===== src/rtl/ssa_pkg.sv =====
// ----------------------------------------------------------------------------
// Stack sample aggregator package
// Shared sizes, hash constants, outcome codes and control types.
// ----------------------------------------------------------------------------
package ssa_pkg;

  localparam int TABLE_DEPTH = 4096;
  localparam int SLOT_W      = $clog2(TABLE_DEPTH);
  localparam int MAX_FRAMES  = 16;
  localparam int FRAME_W     = $clog2(MAX_FRAMES);

  localparam logic [31:0] FNV_BASIS = 32'd2166136261;
  localparam logic [31:0] FNV_PRIME = 32'd16777619;

  localparam logic [2:0] OUT_NEW     = 3'd0;
  localparam logic [2:0] OUT_HIT     = 3'd1;
  localparam logic [2:0] OUT_LIMIT   = 3'd2;
  localparam logic [2:0] OUT_SAT     = 3'd3;
  localparam logic [2:0] OUT_NO_SLOT = 3'd4;

  typedef struct packed {
    logic init;
    logic step;
  } fnv_ctl_t;

endpackage


===== src/rtl/ssa_fnv_unit.sv =====
// ----------------------------------------------------------------------------
// FNV-1a mixing unit
// Holds the running hash and folds in one 32-bit word per step.
// ----------------------------------------------------------------------------
module ssa_fnv_unit import ssa_pkg::*; (
  input  logic        clk_i,
  input  logic        rst_ni,
  input  fnv_ctl_t    ctl_i,
  input  logic [31:0] word_i,
  output logic [31:0] hash_o
);

  logic [31:0] hash_q, hash_d;
  logic [63:0] prod;

  assign prod = 64'(hash_q ^ word_i) * 64'(FNV_PRIME);

  always_comb begin
    hash_d = hash_q;
    if (ctl_i.init) begin
      hash_d = FNV_BASIS;
    end else if (ctl_i.step) begin
      hash_d = prod[31:0];
    end
  end

  always_ff @(posedge clk_i or negedge rst_ni) begin
    if (!rst_ni) begin
      hash_q <= FNV_BASIS;
    end else begin
      hash_q <= hash_d;
    end
  end

  assign hash_o = hash_q;

endmodule


===== config.mk =====
export PLATFORM = sky130hd
export DESIGN_NAME = ssa_fnv_unit
export DESIGN_NICKNAME = d
export VERILOG_FILES = /design/src/rtl/ssa_pkg.sv /design/src/rtl/ssa_fnv_unit.sv
export SDC_FILE = /design/constraint.sdc
export NUM_CORES = 1
export LEC_CHECK = 0
export BUFFER_PORTS_ARGS = -buffer_cell sky130_fd_sc_hd__buf_2
export CAP_MARGIN = 20
export CORE_MARGIN = 8
export CORE_UTILIZATION = 63
export DETAILED_ROUTE_END_ITERATION = 10
export GPL_ROUTABILITY_DRIVEN = 1
export GPL_TIMING_DRIVEN = 0
export PLACE_DENSITY = 0.84
export SLEW_MARGIN = 20
export SYNTH_ARGS = -nofsm -noshare
export SYNTH_HDL_FRONTEND = slang
export SYNTH_SLANG_ARGS = --single-unit

===== constraint.sdc =====
create_clock -name clk_i -period 17.75 [get_ports clk_i]
set_input_delay 3.55 -clock clk_i [delete_from_list [all_inputs] [get_ports clk_i]]
set_output_delay 3.55 -clock clk_i [all_outputs]
set_load 0.02 [all_outputs]

# == After elaboration in Yosys (flattened, before gate mapping) ==
# Index checks and enable logic that the tools add are counted.
# word_totals
ff_bits,32
input_bits,36
out_inout_bits,32
elab_cells,6
# classes
multipliers,1
mux,2
bitwise,1
n_reduce_logical,1
# op_table
cell,count
$mux 32,2
$mul 32x25->32 const B,1
$xor 32x32->32,1
$reduce_bool 2->1,1

# == Depth between registers and ports, before layout ==
# depth
word_depth,4
mapped_depth,21
depth_no_buf,21

# == Least setup slack after synthesis ==
# No wires, ideal clock.
# synth_timing
path_kind,input-to-reg
startpoint,in word_i[7]
endpoint,reg hash_q[30] (netlist: hash_o[30])
setup_time_ns,0.090
t_arrival_ns,8.663
t_required_ns,17.660
slack_ns,8.997
stages,20
n_path_buf,0
cell_sequence,xnor2_1 > inv_1 > ha_1 > ha_1 > fa_1 > ha_1 > fa_1 > ha_1 > inv_1 > fa_1 > inv_1 > ha_1 > a21o_1 > a221o_1 > a21oi_2 > a21o_2 > a311oi_2 > and4b_1 > or4_1 > o221ai_1
# synth_between
elab_chain_len,4
# synth_lines
element,line,text
"start, declared",ssa_fnv_unit.sv:9,"input logic [31:0] word_i,"
$xor 32x32->32,ssa_fnv_unit.sv:16,assign prod = 64'(hash_q ^ word_i) * 64'(FNV_PRIME);
$mul 32x25->32,ssa_fnv_unit.sv:16,
$mux 32,ssa_fnv_unit.sv:22,end else if (ctl_i.step) begin
$mux 32,ssa_fnv_unit.sv:20,if (ctl_i.init) begin
"end signal, assigned",ssa_fnv_unit.sv:31,hash_q <= hash_d;
"end, declared",ssa_fnv_unit.sv:13,"logic [31:0] hash_q, hash_d;"
# No other way between the ends. The select of a mux whose other input is x is not followed.
# A chain may end at the register's enable or synchronous reset.

# == Worst setup path after layout ==
# layout_timing
startpoint,in word_i[7]
endpoint,reg hash_q[31] (netlist: hash_o[31])
# The elaborated chain is that of the path after synthesis.

==> summary.txt <==
STA
  • Slew at the pin closest to its max-slew limit: 0.9005 ns
  • Final Hold Viols: 0
  • Max Freq: 105.0 MHz
  • Final Cycle Share: 0.5367
  • Tmin final: 9.527 ns
  • Final hold slack: 0.5701 ns
  • Post-Route Skew: 0.006495 ns
  • RSZ-0062 raised after global routing: no
  • Worst slew margin: 0.3997
  • Sum Neg Setup Slack: 0 ns
  • Final Max Tran Viols: 0
  • Final setup viols: 0

Cells and area
  • Most common cell after layout, fill and taps aside: inv_1
  • Max reg flops: 32
  • Layout cells sized above 1: 0.1198
  • Inserted Diodes: 0
  • Nets: 1124
  • Final Instance Count excl. Fillers: 986
  • Commonest cells after routing, fill and taps aside: inv_1 (181), ha_1 (172), fa_1 (74)
  • Area delta synth->final: 9.399%

Global route
  • Vias in the first global route: 5931
  • Largest net degree at the start of global routing: 33
  • Gr usage total: 0.2515
  • Remaining Overflow, GRT: 0
  • First-pass GRT wire length: 29640 µm
  • Initial antenna violation count: 0

Drt
  • DR WL/cell: 18.04 µm
  • DRT Pass-1 Iters: 5
  • Routed via count: 5558
  • Via-to-Cell Ratio: 5.637
  • Post-route ant nets: 0
  • DRC Markers: 0
  • Routed wire length: 17790 µm
  • Initial DRC count: 321

CTS
  • CTS Hold Bufs: 0
  • Root buffer cell: clkbuf_16
  • Post_cts resized: 0
  • Clock Path Buffers: 2
  • Clk_lat worst skew: 0.30 ns
  • Clk pin slew, worst setup/hold paths: 0.06 ns
  • Setup Fix Bufs, Post-CTS: 0
  • Num CTS Buffers: 5
  • H-tree levels: 2
  • CTS tree: built
  • Clock sinks: 32

Placed design
  • Placed insts: 978
  • Port-buffer cells: 66
  • RD Place Congestion: 0.9520
  • Hpwl dp: 15000 µm

Floorplanning
  • Die W: 123.2 µm
  • Initial core utilization: 0.6397
  • DIE AREA: 15180 µm²
  • IO Count: 68
  • Core ar.: 11320 µm²
  • DIE HEIGHT: 123.2 µm
  • Site row count: 39

Critical path
  • Crit-path max FO: 6
  • Number of buffers and inverters on the critical path: 4
  • Worst endpoint required time: 17.97 ns
  • Most frequent CP cell: ha_1
  • CP Launch Type: input port
  • Critical Path Sink Type: flop
  • Crit-path leading delay family: adder cells
  • CP Cell Sequence: buf_2 -> xnor2_1 -> inv_1 -> ha_1 -> ha_1 -> fa_1 -> ha_1 -> fa_1 -> ha_1 -> inv_1 -> fa_1 -> inv_1 -> ha_1 -> a21oi_1 -> o21ai_0 -> a221oi_1 -> a21oi_1 -> o41ai_1 -> o21ai_0 -> xnor2_1 -> o21ai_0
  • CP max stage delay: 0.58 ns
  • Crit path DAT: 9.75 ns
  • Critical path type: in2reg
  • Slowest-stage cell, CP: o41ai_1

Min path
  • Worst hold path type: reg2reg

Outcome
  • Status: completed

Yosys
  • Ys async rst share: 1.000
  • Yosys warns: 0
  • Seq cells post-synth: 32
  • Post-synth EDFFs: 0
  • Cell count after synthesis: 769
  • Post-Synthesis Net Count: 1051
  • Average cell area after synthesis: 9.417 µm²
  • Top FF cell, synth: dfrtp_1
  • Yosys cell types: 54
  • Netlist Area Pre-Place: 7242 µm²
  • Seq/Total Area, Yosys: 0.1130

Flow run
  • Max-Cap Viols: 0
-- per-stage QoR --
| step | util | instance area, µm² | worst slack (ns) |
|---|---|---|---|
| finish | 0.6998 | 7923 | 8.223 |
| CTS | 0.6998 | 7923 | 8.255 |
| floorplan | - | 7242 | 8.997 |
| detailed placement | 0.6847 | 7751 | 7.988 |
| global placement | 0.6847 | 7751 | 7.980 |
| global route | 0.6998 | 7923 | 7.898 |
-- kinds of logic after synthesis --
family	count (synthesis)	share of synthesized area
AO/OA/AOI/OAI	97	0.08846
XOR/XNOR	88	0.1083
adder cells (fa/ha/maj)	246	0.5017
buffers and inverters	192	0.09986
flip-flops	32	0.1130
multiplexers	15	0.02090
AND/OR/NAND/NOR	99	0.06772
-- worst min-delay path, stage by stage (launching register included) --
cell,delay (ns)
dfstp_2,0.39
a21oi_1,0.12
nand2_1,0.06
-- routing by layer --
metal / up-vias / global-route usage / routed length [µm]
li1: 2642 / - / -
met1: 2723 / 0.3160 / 7623
met2: 157 / 0.4404 / 8808
met3: 36 / 0.03836 / 925
met5: - / 0 / 0
met4: 0 / 0.06847 / 427
-- worst paths after layout --
kind,start,endpoint,slack (ns),cells past startpoint
min in group asynchronous,rst_ni,hash_o[22],3.35,1
min,hash_o[18],hash_o[18],0.57,2
max reg2reg,hash_o[7],hash_o[31],11.21,20
min reg2reg,hash_o[18],hash_o[18],0.57,2
max,word_i[7],hash_o[31],8.22,21
max in group asynchronous,rst_ni,hash_o[14],13.86,1
-- area by class of cell --
| cell class | instances | area [µm²] |
|---|---|---|
| multi-input combinational | 545 | 5700 |
| buffer | 11 | 43.79 |
| inverter | 181 | 679.4 |
| sequential | 32 | 818.3 |
| timing repair buffer | 66 | 330.3 |
| tap | 143 | 178.9 |
| clock inverter | 3 | 46.29 |
| fill | 848 | 3398 |
| clock buffer | 5 | 125.1 |
-- cell usage after synthesis (12+ instances only) --
| library cell | number | share of area |
|---|---|---|
| ha_1 | 172 | 0.30 |
| mux2i_1 | 14 | 0.019 |
| fa_1 | 74 | 0.20 |
| o21ai_0 | 20 | 0.014 |
| nor2_1 | 40 | 0.021 |
| dfstp_2 | 14 | 0.051 |
| xnor2_1 | 43 | 0.052 |
| inv_1 | 181 | 0.094 |
| a21oi_1 | 28 | 0.019 |
| dfrtp_1 | 18 | 0.062 |
| nand2_1 | 12 | 0.0062 |
| xor2_1 | 44 | 0.053 |
Power is left out: the tool's default activity adds up to more than one toggle a clock period on the data nets, which glitch-free logic cannot reach.
